### config.mk
export PLATFORM = sky130hd
export DESIGN_NAME = bidi_weak_type_resolver_flat
export DESIGN_NICKNAME = d
export VERILOG_FILES = /design/src/hw/rtl/bwtr_pkg.sv /design/src/hw/rtl/bwtr_if.sv /design/src/hw/rtl/bwtr_core.sv /design/src/hw/rtl/bwtr_outq.sv /design/src/hw/rtl/bidi_weak_type_resolver.sv /design/src/flat_wrapper.sv
export VERILOG_INCLUDE_DIRS = /design/src /design/src/hw/rtl
export SDC_FILE = /design/constraint.sdc
export NUM_CORES = 1
export LEC_CHECK = 0
export ABC_AREA = 1
export BUFFER_PORTS_ARGS = -buffer_cell sky130_fd_sc_hd__buf_4
export CAP_MARGIN = 25
export CORE_MARGIN = 2
export CORE_UTILIZATION = 38
export DETAILED_ROUTE_END_ITERATION = 6
export MAX_ROUTING_LAYER = met4
export PLACE_DENSITY = 0.66
export SYNTH_ARGS = -nofsm -noshare
export SYNTH_HDL_FRONTEND = slang
export SYNTH_HIERARCHICAL = 1
export SYNTH_SLANG_ARGS = --single-unit
### constraint.sdc
create_clock -name clk -period 4.5 [get_ports clk]
set_input_delay 0.675 -clock clk [delete_from_list [all_inputs] [get_ports clk]]
set_output_delay 0.675 -clock clk [all_outputs]
set_load 0.05 [all_outputs]
### src/hw/rtl/bidi_weak_type_resolver_defines.svh
// Assertion macros shared by the resolver RTL.
`ifndef BIDI_WEAK_TYPE_RESOLVER_DEFINES_SVH
`define BIDI_WEAK_TYPE_RESOLVER_DEFINES_SVH

`ifndef SYNTHESIS
// Property must hold at every clock edge out of reset.
`define BWTR_ASSERT(lbl, clk, rstn, prop) \
  lbl: assert property (@(posedge clk) disable iff (!rstn) (prop)) \
    else $error("bwtr: assertion failed");
// Condition must never be true out of reset.
`define BWTR_NEVER(lbl, clk, rstn, cond) \
  lbl: assert property (@(posedge clk) disable iff (!rstn) !(cond)) \
    else $error("bwtr: forbidden condition seen");
`else
`define BWTR_ASSERT(lbl, clk, rstn, prop)
`define BWTR_NEVER(lbl, clk, rstn, cond)
`endif

`endif

### src/hw/rtl/bwtr_pkg.sv
// Types, codes and weak-type rule tables for the bidi weak-type resolver.
package bwtr_pkg;

  localparam longint unsigned RUN_COUNT_MAX_DEF = 64'd65535;
  localparam int LEVEL_BITS_DEF = 6;
  localparam int CFG_W = 6;
  localparam int CLASS_W = 4;
  localparam int RUN_CLASS_W = 3;
  localparam int RUN_LEN_W = 16;

  // Result queue
  localparam int Q_DEPTH = 4;
  localparam int Q_PTR_W = $clog2(Q_DEPTH);
  localparam int Q_CNT_W = $clog2(Q_DEPTH + 1);

  // Class codes
  localparam logic [CLASS_W-1:0] CLS_ON = 4'd0;
  localparam logic [CLASS_W-1:0] CLS_L  = 4'd1;
  localparam logic [CLASS_W-1:0] CLS_R  = 4'd2;
  localparam logic [CLASS_W-1:0] CLS_BN = 4'd10;

  // Action word: bit 8 extends the run, bits 7:4 run class, bits 3:0 item class
  localparam int ACT_INC_BIT = 8;
  localparam logic [3:0] ACT_KEEP = 4'hF;

  localparam logic [8:0] P_KK = 9'h0FF;
  localparam logic [8:0] P_KI = 9'h1FF;
  localparam logic [8:0] P_KN = 9'h0F0;
  localparam logic [8:0] P_KE = 9'h0F4;
  localparam logic [8:0] P_KA = 9'h0F3;
  localparam logic [8:0] P_KR = 9'h0F2;
  localparam logic [8:0] P_KL = 9'h0F1;
  localparam logic [8:0] P_NK = 9'h00F;
  localparam logic [8:0] P_AK = 9'h03F;
  localparam logic [8:0] P_EE = 9'h044;
  localparam logic [8:0] P_NI = 9'h10F;
  localparam logic [8:0] P_NN = 9'h000;
  localparam logic [8:0] P_NR = 9'h002;
  localparam logic [8:0] P_NE = 9'h004;
  localparam logic [8:0] P_AA = 9'h033;
  localparam logic [8:0] P_NL = 9'h001;
  localparam logic [8:0] P_LL = 9'h011;

  typedef enum logic [4:0] {
    WA, WR, WL, WAO, WRO, WLO, WRT, WLT, WCN, WRA, WRE, WLA, WLE,
    WAC, WRC, WRS, WLC, WLS, WRET, WLET
  } weak_t;

  typedef struct packed {
    logic push;  // write the item result
    logic two;   // also write the end-of-paragraph flush
  } push_t;

  localparam weak_t NEXT_TAB [20][10] = '{
    '{WAO, WL, WR, WCN, WCN, WA, WA,   WAO, WAO, WAO },
    '{WRO, WL, WR, WRA, WRE, WA, WR,   WRO, WRO, WRT },
    '{WLO, WL, WR, WLA, WLE, WA, WL,   WLO, WLO, WLT },
    '{WAO, WL, WR, WCN, WCN, WA, WAO,  WAO, WAO, WAO },
    '{WRO, WL, WR, WRA, WRE, WA, WRO,  WRO, WRO, WRT },
    '{WLO, WL, WR, WLA, WLE, WA, WLO,  WLO, WLO, WLT },
    '{WRO, WL, WR, WRA, WRE, WA, WRT,  WRO, WRO, WRT },
    '{WLO, WL, WR, WLA, WLE, WA, WLT,  WLO, WLO, WLT },
    '{WAO, WL, WR, WCN, WCN, WA, WCN,  WAC, WAO, WAO },
    '{WRO, WL, WR, WRA, WRE, WA, WRA,  WRC, WRO, WRT },
    '{WRO, WL, WR, WRA, WRE, WA, WRE,  WRS, WRS, WRET},
    '{WLO, WL, WR, WLA, WLE, WA, WLA,  WLC, WLO, WLT },
    '{WLO, WL, WR, WLA, WLE, WA, WLE,  WLS, WLS, WLET},
    '{WAO, WL, WR, WCN, WCN, WA, WAO,  WAO, WAO, WAO },
    '{WRO, WL, WR, WRA, WRE, WA, WRO,  WRO, WRO, WRT },
    '{WRO, WL, WR, WRA, WRE, WA, WRO,  WRO, WRO, WRT },
    '{WLO, WL, WR, WLA, WLE, WA, WLO,  WLO, WLO, WLT },
    '{WLO, WL, WR, WLA, WLE, WA, WLO,  WLO, WLO, WLT },
    '{WRO, WL, WR, WRA, WRE, WA, WRET, WRO, WRO, WRET},
    '{WLO, WL, WR, WLA, WLE, WA, WLET, WLO, WLO, WLET}
  };

  localparam logic [8:0] ACT_TAB [20][10] = '{
    '{P_KK, P_KK, P_KK, P_KK, P_KA, P_KR, P_KR, P_KN, P_KN, P_KN},
    '{P_KK, P_KK, P_KK, P_KK, P_KE, P_KR, P_KR, P_KN, P_KN, P_KI},
    '{P_KK, P_KK, P_KK, P_KK, P_KL, P_KR, P_KL, P_KN, P_KN, P_KI},
    '{P_KK, P_KK, P_KK, P_KK, P_KA, P_KR, P_KN, P_KN, P_KN, P_KN},
    '{P_KK, P_KK, P_KK, P_KK, P_KE, P_KR, P_KN, P_KN, P_KN, P_KI},
    '{P_KK, P_KK, P_KK, P_KK, P_KL, P_KR, P_KN, P_KN, P_KN, P_KI},
    '{P_NK, P_NK, P_NK, P_NK, P_EE, P_NR, P_KI, P_NN, P_NN, P_KI},
    '{P_NK, P_NK, P_NK, P_NK, P_LL, P_NR, P_KI, P_NN, P_NN, P_KI},
    '{P_KK, P_KK, P_KK, P_KK, P_KA, P_KR, P_KA, P_KI, P_KN, P_KN},
    '{P_KK, P_KK, P_KK, P_KK, P_KE, P_KR, P_KA, P_KI, P_KN, P_KI},
    '{P_KK, P_KK, P_KK, P_KK, P_KE, P_KR, P_KE, P_KI, P_KI, P_KE},
    '{P_KK, P_KK, P_KK, P_KK, P_KL, P_KR, P_KA, P_KI, P_KN, P_KI},
    '{P_KK, P_KK, P_KK, P_KK, P_KL, P_KR, P_KL, P_KI, P_KI, P_KL},
    '{P_NK, P_NK, P_NK, P_AK, P_AA, P_NR, P_NN, P_NN, P_NN, P_NN},
    '{P_NK, P_NK, P_NK, P_AK, P_NE, P_NR, P_NN, P_NN, P_NN, P_NI},
    '{P_NK, P_NK, P_NK, P_NK, P_EE, P_NR, P_NN, P_NN, P_NN, P_NI},
    '{P_NK, P_NK, P_NK, P_AK, P_NL, P_NR, P_NN, P_NN, P_NN, P_NI},
    '{P_NK, P_NK, P_NK, P_NK, P_LL, P_NR, P_NN, P_NN, P_NN, P_NI},
    '{P_KK, P_KK, P_KK, P_KK, P_KE, P_KR, P_KE, P_KN, P_KN, P_KE},
    '{P_KK, P_KK, P_KK, P_KK, P_KL, P_KR, P_KL, P_KN, P_KN, P_KL}
  };

  // Direction of a level: odd is right-to-left
  function automatic logic [CLASS_W-1:0] dir_of(input logic odd);
    return odd ? CLS_R : CLS_L;
  endfunction

endpackage

### src/hw/rtl/bwtr_if.sv
// Valid/ready channel interfaces for resolver input and result transactions.
interface bwtr_in_if #(
  parameter int LEVEL_BITS = bwtr_pkg::LEVEL_BITS_DEF
);
  logic                  valid;
  logic                  ready;
  logic [3:0]            class_in;
  logic [LEVEL_BITS-1:0] level_in;
  logic [3:0]            next_class;
  logic [LEVEL_BITS-1:0] next_level;
  logic                  is_last;

  modport source (output valid, class_in, level_in, next_class, next_level, is_last,
                  input ready);
  modport sink (input valid, class_in, level_in, next_class, next_level, is_last,
                output ready);
endinterface

interface bwtr_out_if #(
  parameter int LEVEL_BITS = bwtr_pkg::LEVEL_BITS_DEF
);
  logic                  valid;
  logic                  ready;
  logic                  kind;
  logic [3:0]            class_out;
  logic [LEVEL_BITS-1:0] level_out;
  logic                  run_valid;
  logic [2:0]            run_class;
  logic [15:0]           run_length;
  logic                  last_result;

  modport source (output valid, kind, class_out, level_out, run_valid, run_class,
                  run_length, last_result, input ready);
  modport sink (input valid, kind, class_out, level_out, run_valid, run_class,
                run_length, last_result, output ready);
endinterface

### src/hw/rtl/bwtr_core.sv
// Weak-type state machine: rule tables, boundary-neutral fix-ups, run counter.
`include "bidi_weak_type_resolver_defines.svh"

module bwtr_core #(
  parameter longint unsigned RUN_COUNT_MAX = 64'd65535,
  parameter int              LEVEL_BITS    = 6,
  parameter int              RES_W         = 32
) (
  input  logic                          clk,
  input  logic                          rst_n,
  input  logic                          cfg_we,
  input  logic [bwtr_pkg::CFG_W-1:0]    cfg_data,
  input  logic                          acc,
  input  logic [3:0]                    class_in,
  input  logic [LEVEL_BITS-1:0]         level_in,
  input  logic [3:0]                    next_class,
  input  logic [LEVEL_BITS-1:0]         next_level,
  input  logic                          is_last,
  output bwtr_pkg::push_t               push,
  output logic [RES_W-1:0]              res0,
  output logic [RES_W-1:0]              res1
);
  import bwtr_pkg::*;

  localparam int CNT_W = $clog2(RUN_COUNT_MAX + 64'd1);
  localparam logic [CNT_W-1:0] CNT_MAX = CNT_W'(RUN_COUNT_MAX);

  logic [CFG_W-1:0]      base_r;
  weak_t                 ws_r;
  logic [CNT_W-1:0]      cnt_r;
  logic [LEVEL_BITS-1:0] cur_r;

  weak_t                 ws_safe, ws_nxt;
  logic [CNT_W-1:0]      cnt_nxt;
  logic [LEVEL_BITS-1:0] cur_nxt, base_lvl, lvl_out, hi_lvl;
  logic [3:0]            cls, ncls, cls_t, cls_out, fc;
  logic                  use_tab;
  logic [8:0]            act, act_f;
  logic                  rv, rv_f;
  logic [2:0]            rcls, rcls_f;
  logic [15:0]           rlen, rlen_f;

  function automatic logic [CNT_W-1:0] bump(input logic [CNT_W-1:0] c);
    return (c < CNT_MAX) ? c + CNT_W'(1) : c;
  endfunction

  function automatic logic [15:0] sat16(input logic [CNT_W-1:0] c);
    logic [32:0] w;
    w = 33'(c);
    return (w > 33'h0FFFF) ? 16'hFFFF : w[15:0];
  endfunction

  assign base_lvl = LEVEL_BITS'(base_r);
  assign ws_safe  = (ws_r > WLET) ? WL : ws_r;
  assign cls      = (class_in > CLS_BN) ? CLS_ON : class_in;
  assign ncls     = (next_class > CLS_BN) ? CLS_ON : next_class;
  assign hi_lvl   = (cur_r > next_level) ? cur_r : next_level;

  // Item step
  always_comb begin
    cls_t   = cls;
    lvl_out = level_in;
    cur_nxt = cur_r;
    use_tab = 1'b1;
    cnt_nxt = cnt_r;
    if (cls == CLS_BN) begin
      lvl_out = cur_r;
      if (is_last && (cur_r != base_lvl)) begin
        cls_t = dir_of(cur_r[0]);
      end else if (!is_last && (cur_r != next_level) && (ncls != CLS_BN)) begin
        lvl_out = hi_lvl;
        cls_t   = dir_of(hi_lvl[0]);
        cur_nxt = next_level;
      end else begin
        use_tab = 1'b0;
        if (cnt_r != '0) begin
          cnt_nxt = bump(cnt_r);
        end
      end
    end

    act     = ACT_TAB[ws_safe][cls_t];
    ws_nxt  = ws_safe;
    cls_out = cls_t;
    rv      = 1'b0;
    rcls    = '0;
    rlen    = '0;
    if (use_tab) begin
      if (act[7:4] != ACT_KEEP) begin
        rv      = 1'b1;
        rcls    = act[6:4];
        rlen    = sat16(cnt_r);
        cnt_nxt = '0;
      end
      if (act[ACT_INC_BIT]) begin
        cnt_nxt = bump(cnt_nxt);
      end
      ws_nxt = NEXT_TAB[ws_safe][cls_t];
      if (act[3:0] != ACT_KEEP) begin
        cls_out = act[3:0];
      end
    end
  end

  // End-of-paragraph flush uses the direction of the level left by the item
  always_comb begin
    fc     = dir_of(cur_nxt[0]);
    act_f  = ACT_TAB[(ws_nxt > WLET) ? WL : ws_nxt][fc];
    rv_f   = 1'b0;
    rcls_f = '0;
    rlen_f = '0;
    if (act_f[7:4] != ACT_KEEP) begin
      rv_f   = 1'b1;
      rcls_f = act_f[6:4];
      rlen_f = sat16(cnt_nxt);
    end
  end

  assign push.push = acc;
  assign push.two  = acc & is_last;
  assign res0 = {1'b0, cls_out, lvl_out, rv, rcls, rlen, ~is_last};
  assign res1 = {1'b1, fc, cur_nxt, rv_f, rcls_f, rlen_f, 1'b1};

  always_ff @(posedge clk) begin
    if (!rst_n) begin
      base_r <= '0;
      ws_r   <= WL;
      cnt_r  <= '0;
      cur_r  <= '0;
    end else if (cfg_we) begin
      base_r <= cfg_data;
      ws_r   <= cfg_data[0] ? WR : WL;
      cnt_r  <= '0;
      cur_r  <= LEVEL_BITS'(cfg_data);
    end else if (acc) begin
      if (is_last) begin
        ws_r  <= base_r[0] ? WR : WL;
        cnt_r <= '0;
        cur_r <= base_lvl;
      end else begin
        ws_r  <= ws_nxt;
        cnt_r <= cnt_nxt;
        cur_r <= cur_nxt;
      end
    end
  end

  `BWTR_NEVER(a_cnt_sat, clk, rst_n, cnt_r > CNT_MAX)
  `BWTR_ASSERT(a_para_restart, clk, rst_n, (acc && is_last && !cfg_we) |=> ((cnt_r == '0) && (cur_r == LEVEL_BITS'(base_r))))

endmodule

### src/hw/rtl/bwtr_outq.sv
// Result queue: takes one or two results per transaction, drains one per cycle while q_ready is high.
`include "bidi_weak_type_resolver_defines.svh"

module bwtr_outq #(
  parameter int RES_W = 32
) (
  input  logic              clk,
  input  logic              rst_n,
  input  bwtr_pkg::push_t   push,
  input  logic [RES_W-1:0]  res0,
  input  logic [RES_W-1:0]  res1,
  output logic              in_ready,
  output logic              q_valid,
  input  logic              q_ready,
  output logic [RES_W-1:0]  q_data
);
  import bwtr_pkg::*;

  logic [RES_W-1:0]   mem [Q_DEPTH];
  logic [Q_PTR_W-1:0] wr_ptr_r, rd_ptr_r;
  logic [Q_CNT_W-1:0] count_r;
  logic               pop;

  assign pop      = q_valid & q_ready;
  assign q_valid  = (count_r != '0);
  assign q_data   = mem[rd_ptr_r];
  // room for a full last-item pair regardless of the drain side
  assign in_ready = (count_r <= Q_CNT_W'(Q_DEPTH - 2));

  always_ff @(posedge clk) begin
    if (push.push) begin
      mem[wr_ptr_r] <= res0;
    end
    if (push.two) begin
      mem[wr_ptr_r + Q_PTR_W'(1)] <= res1;
    end
  end

  always_ff @(posedge clk) begin
    if (!rst_n) begin
      wr_ptr_r <= '0;
      rd_ptr_r <= '0;
      count_r  <= '0;
    end else begin
      wr_ptr_r <= wr_ptr_r + Q_PTR_W'(push.push) + Q_PTR_W'(push.two);
      rd_ptr_r <= rd_ptr_r + Q_PTR_W'(pop);
      count_r  <= count_r + Q_CNT_W'(push.push) + Q_CNT_W'(push.two) - Q_CNT_W'(pop);
    end
  end

  `BWTR_NEVER(a_no_overflow, clk, rst_n, count_r > Q_CNT_W'(Q_DEPTH))
  `BWTR_ASSERT(a_drain_step, clk, rst_n, (pop && !push.push) |=> (count_r == $past(count_r) - Q_CNT_W'(1)))

endmodule

### src/hw/rtl/bidi_weak_type_resolver.sv
// Top level of the streaming bidi weak-type resolver.
//
// Input channel in_if: one character per transaction with its class, level,
// a look-ahead of the next character's class and level, and is_last.
// Result channel out_if: one result per character (kind 0); the last
// character of a paragraph also yields an end flush (kind 1) right after it.
// last_result marks the final result of each input transaction.
// Configuration: cfg_we/cfg_data write base_level and restart the paragraph.
// Each result is registered in the result queue when its input is accepted.
// Throughput: one character per cycle while the queue has room; the state machine
// step and run counter update fit in the accept cycle, and the four-entry result
// queue sustains one result out per cycle while out_if.ready is high.
// Stall: in_if.ready drops whenever the queue lacks room for two results,
// so results are held, never dropped, while out_if.ready is low.
// Reset: synchronous rst_n clears the queue, sets base_level to 0 and the
// weak state to left-letter with an empty run.
module bidi_weak_type_resolver #(
  parameter longint unsigned RUN_COUNT_MAX = bwtr_pkg::RUN_COUNT_MAX_DEF,
  parameter int              LEVEL_BITS    = bwtr_pkg::LEVEL_BITS_DEF
) (
  input  logic                       clk,
  input  logic                       rst_n,
  input  logic                       cfg_we,
  input  logic [bwtr_pkg::CFG_W-1:0] cfg_data,
  bwtr_in_if.sink                    in_if,
  bwtr_out_if.source                 out_if
);
  import bwtr_pkg::*;

  // kind, class, level, run valid, run class, run length, last flag
  localparam int RES_W = 1 + CLASS_W + LEVEL_BITS + 1 + RUN_CLASS_W + RUN_LEN_W + 1;

  logic             acc;
  logic             q_in_ready;
  push_t            push;
  logic [RES_W-1:0] res0, res1, q_data;

  // accept a transaction whenever the queue can take a full pair
  assign in_if.ready = q_in_ready;
  assign acc         = in_if.valid & q_in_ready;

  bwtr_core #(
    .RUN_COUNT_MAX (RUN_COUNT_MAX),
    .LEVEL_BITS    (LEVEL_BITS),
    .RES_W         (RES_W)
  ) u_core (
    .clk        (clk),
    .rst_n      (rst_n),
    .cfg_we     (cfg_we),
    .cfg_data   (cfg_data),
    .acc        (acc),
    .class_in   (in_if.class_in),
    .level_in   (in_if.level_in),
    .next_class (in_if.next_class),
    .next_level (in_if.next_level),
    .is_last    (in_if.is_last),
    .push       (push),
    .res0       (res0),
    .res1       (res1)
  );

  // hold results until the receiver takes them
  bwtr_outq #(
    .RES_W (RES_W)
  ) u_outq (
    .clk      (clk),
    .rst_n    (rst_n),
    .push     (push),
    .res0     (res0),
    .res1     (res1),
    .in_ready (q_in_ready),
    .q_valid  (out_if.valid),
    .q_ready  (out_if.ready),
    .q_data   (q_data)
  );

  // unpack the queue head onto the result channel
  assign {out_if.kind, out_if.class_out, out_if.level_out, out_if.run_valid,
          out_if.run_class, out_if.run_length, out_if.last_result} = q_data;

endmodule

### src/flat_wrapper.sv
// flat-port wrapper written by rule: the top's interface ports become plain ports
module bidi_weak_type_resolver_flat import bwtr_pkg::*;
#(
  parameter longint unsigned RUN_COUNT_MAX = bwtr_pkg::RUN_COUNT_MAX_DEF,
  parameter int              LEVEL_BITS    = bwtr_pkg::LEVEL_BITS_DEF
)
  (clk, rst_n, cfg_we, cfg_data, in_if_valid, in_if_class_in, in_if_level_in, in_if_next_class, in_if_next_level, in_if_is_last, in_if_ready, out_if_valid, out_if_kind, out_if_class_out, out_if_level_out, out_if_run_valid, out_if_run_class, out_if_run_length, out_if_last_result, out_if_ready);
  bwtr_in_if #(.LEVEL_BITS(LEVEL_BITS)) in_if_i ();
  bwtr_out_if #(.LEVEL_BITS(LEVEL_BITS)) out_if_i ();
  input  logic clk;
  input  logic rst_n;
  input  logic cfg_we;
  input  logic [bwtr_pkg::CFG_W-1:0] cfg_data;
  input wire logic [$bits(in_if_i.valid)-1:0] in_if_valid;
  input wire logic [$bits(in_if_i.class_in)-1:0] in_if_class_in;
  input wire logic [$bits(in_if_i.level_in)-1:0] in_if_level_in;
  input wire logic [$bits(in_if_i.next_class)-1:0] in_if_next_class;
  input wire logic [$bits(in_if_i.next_level)-1:0] in_if_next_level;
  input wire logic [$bits(in_if_i.is_last)-1:0] in_if_is_last;
  output wire logic [$bits(in_if_i.ready)-1:0] in_if_ready;
  output wire logic [$bits(out_if_i.valid)-1:0] out_if_valid;
  output wire logic [$bits(out_if_i.kind)-1:0] out_if_kind;
  output wire logic [$bits(out_if_i.class_out)-1:0] out_if_class_out;
  output wire logic [$bits(out_if_i.level_out)-1:0] out_if_level_out;
  output wire logic [$bits(out_if_i.run_valid)-1:0] out_if_run_valid;
  output wire logic [$bits(out_if_i.run_class)-1:0] out_if_run_class;
  output wire logic [$bits(out_if_i.run_length)-1:0] out_if_run_length;
  output wire logic [$bits(out_if_i.last_result)-1:0] out_if_last_result;
  input wire logic [$bits(out_if_i.ready)-1:0] out_if_ready;
  assign in_if_i.valid = in_if_valid;
  assign in_if_i.class_in = in_if_class_in;
  assign in_if_i.level_in = in_if_level_in;
  assign in_if_i.next_class = in_if_next_class;
  assign in_if_i.next_level = in_if_next_level;
  assign in_if_i.is_last = in_if_is_last;
  assign in_if_ready = in_if_i.ready;
  assign out_if_valid = out_if_i.valid;
  assign out_if_kind = out_if_i.kind;
  assign out_if_class_out = out_if_i.class_out;
  assign out_if_level_out = out_if_i.level_out;
  assign out_if_run_valid = out_if_i.run_valid;
  assign out_if_run_class = out_if_i.run_class;
  assign out_if_run_length = out_if_i.run_length;
  assign out_if_last_result = out_if_i.last_result;
  assign out_if_i.ready = out_if_ready;
  bidi_weak_type_resolver #(.RUN_COUNT_MAX(RUN_COUNT_MAX), .LEVEL_BITS(LEVEL_BITS)) u_core (.clk(clk), .rst_n(rst_n), .cfg_we(cfg_we), .cfg_data(cfg_data), .in_if(in_if_i), .out_if(out_if_i));
endmodule
==> results.cfg <==
[run_status]
status = finished clean

[critical_path]
cp.arrival_ns = 4.44
critPathRequiredTime_ns = 4.80
cpMaxStageDelayCell = ha_1
critical-path-top-delay-family = simple AND/OR/NAND/NOR gates
start_kind = input port
cp.depth = 34
worstSetupPathType = in2reg
reg2reg_depth = 32
endpoint_kind = flip-flop
crit_top_cell = nand2_1
critical_path.max_fanout = 4
critPathBufInv = 5
slowest_delay_ns = 0.30

[sta]
setup_ws_ns = 0.355
finalSetupTns_ns = 0
fmax_mhz = 241
hold_viol = 0
slew_headroom_pct = 28.0
post-route-min-period_ns = 4.15
setup_viol = 0
worstMarginPinSlew_ns = 1.08
rsz0062_at_grt = false
finClkSkew_ns = 0.0156
maxSlewViolCount = 0
fin_crit_sh_pct = 92.1

[clock_tree]
cts.sinks = 168
clock_latency_ns = 0.44
cts.htree.levels = 4
cts_buffers = 17
clkSlewWorstSetupHoldPaths_ns = 0.08
postCtsSetupBuffers = 0
cts_root_buffer = clkbuf_16
cts_hold_buf = 0
cts_buffer_depth = 2
cts_tree = built

[synth]
synth_edf_count = 128
synthCells = 1863
async_reset_ff_share_pct = 0
avgSynthCellArea_sq_um = 6.87
synthTopCellsByArea = edfxtp_1 30%, nand2_1 19%, inv_1 8.2%
synth_commonest_cells = 641 x nand2_1, 279 x inv_1, 156 x nand3_1
synth-seq-area-share_pct = 36.3
yosys.cell_types.count = 58
yosys_warnings = 6
synth_flop_cell = edfxtp_1
syn-cell-area_sq_mm = 0.0128
ys_ff_latch = 168
synth_top_area_cell = edfxtp_1
netlist.area_leader.share_pct = 30.0
synth.most_common_cell = nand2_1

[detailed_routing]
wirelength_um = 39400
antenna_left = 0
drt-initial-drc-count = 1036
vias_per_cell = 5.23
drt_pass1_iterations = 7
drcViolationCount = 0
num_vias = 12487
wl_per_cell_um = 16.5

[pwr]
cellLeakagePower_nw = 6.75
post-layout-total-power_mw = 6.51
vdd_drop_max_v = 0.000270
cellPowerDensity_mw_per_mm2 = 450

[floorplanning]
io_pins = 66
die_width_um = 188
num_rows = 67
core_sq_mm = 0.0334
dieHeight_um = 188
start_util_pct = 38.4
die_area_sq_mm = 0.0352

[placement]
dp_slack_ns = -0.0850
portBuffers = 65
place_area_sq_mm = 0.0139
dp_cells = 2355
gp_congestion = 0.933
hpwl_um = 27100

[cells_and_area]
antenna_cells = 0
multi_input_area_sq_mm = 0.00648
nets = 1981
fill_cells = 3433
final_cells = 2387
stdcell_area_sq_mm = 0.0145
area_growth_pct = 13.1
regArea_sq_mm = 0.00465
drive_gt1_share_pct = 15.2

[grt]
track_usage_pct = 23.0
antenna_found_initial = 0
gr-total-overflow = 0
grt_max_degree = 90
grt_first_pass_wirelength_um = 63000
grt_pass1_vias = 12003

[hold_path]
holdCritPathClass = in2reg
holdPathStages = 2

[flow_run]
maxCapViolCount = 0
-- cell type report --
| class | instances | share of cell area [%] |
|---|---|---|
| multi-input cells | 1297 | 44.7 |
| repair buffers | 144 | 7.73 |
| flip-flops and latches | 168 | 32.1 |
| clock inverters | 14 | 0.856 |
| inverters | 298 | 7.74 |
| well taps | 448 | 3.87 |
| clock buffers | 18 | 2.96 |
-- layer usage --
layer  part of all wire, %  up-vias  wire (um)  global-route usage [%]
li1                      -     6123          -                       -
met1                    44     5751      17200                    29.4
met2                    47      516      18400                    36.8
met3                   7.0       97       2740                    3.16
met4                   2.9        0       1120                    9.06
met5                     0        -          0                       -
-- flip-flops by register name (all words and copies together), names as in the netlist --
name	cells
u_core/u_core/base_lvl	6
u_core/u_core/cnt_r	16
u_core/u_core/cur_r	6
u_core/u_core/ws_r	5
u_core/u_outq/count_r	3
u_core/u_outq/mem	128
u_core/u_outq/rd_ptr_r	2
u_core/u_outq/wr_ptr_r	2
-- path summary, 6_finish.rpt --
check,startpoint,to,slack [ns]
worst max-delay path,in_if_next_level[3],u_core/u_outq/mem[2][14],0.35
worst min-delay path,rst_n,u_core/u_core/ws_r[1],0.49
worst max register to register,u_core/u_core/cur_r[5],u_core/u_outq/mem[2][14],0.36
worst min register to register,u_core/u_core/cnt_r[15],u_core/u_core/cnt_r[15],0.50
-- cell usage in the layout (no fill, tap or decap), types with 16 or more instances in the layout --
| master | netlist | final |
|---|---|---|
| a21oi_1 | 57 | 56 |
| clkbuf_16 | 0 | 17 |
| o21ai_0 | 47 | 47 |
| dfxtp_1 | 40 | 36 |
| nor2_2 | 11 | 16 |
| inv_1 | 279 | 277 |
| nand3_1 | 156 | 156 |
| nor2_1 | 99 | 90 |
| inv_2 | 17 | 19 |
| ha_1 | 20 | 19 |
| o21ai_2 | 25 | 26 |
| nand2_1 | 641 | 640 |
| nand4_1 | 85 | 85 |
| buf_4 | 22 | 141 |
| edfxtp_1 | 128 | 128 |
-- per-stage QoR --
| stage | util (%) | hold WS [ns] |
|---|---|---|
| after floorplan | - | 0.458 |
| after global placement | 41.5 | 0.478 |
| after detailed placement | 41.5 | 0.488 |
| after CTS | 43.2 | 0.485 |
| after global routing | 43.4 | 0.485 |
| final | 43.4 | 0.494 |
-- what timing repair did --
action,4_1_cts,5_1_grt
gates resized for setup,0,22
endpoints found under the hold margin,0,0
endpoints found under the setup margin,0,65
-- worst register-to-register path: cells and delay by family, from the launching register on --
| kind | cells | cell delay [ns] |
|---|---|---|
| fa+ha+maj | 2 | 0.50 |
| buf+inv | 3 | 0.32 |
| flops | 1 | 0.35 |
| simple gates | 27 | 2.80 |
-- where the power goes --
group          internal (mW)  switching, mW
registers               1.99         0.0944
clock network          0.766          0.648
logic                  0.760           2.25
total                   3.52           2.99
-- cells by family (layout without fill, tap and decap cells) --
group	Yosys count	count (layout)	synth area share, %
other cells	2	8	0.0587
fa+ha+maj	23	23	2.42
flops	168	168	36.3
simple gates	1054	1054	36.7
buf+inv	404	474	13.8
xor+xnor	13	13	1.07
compound gates	199	199	9.68
No activity file was read; power rests on OpenSTA's default activity.
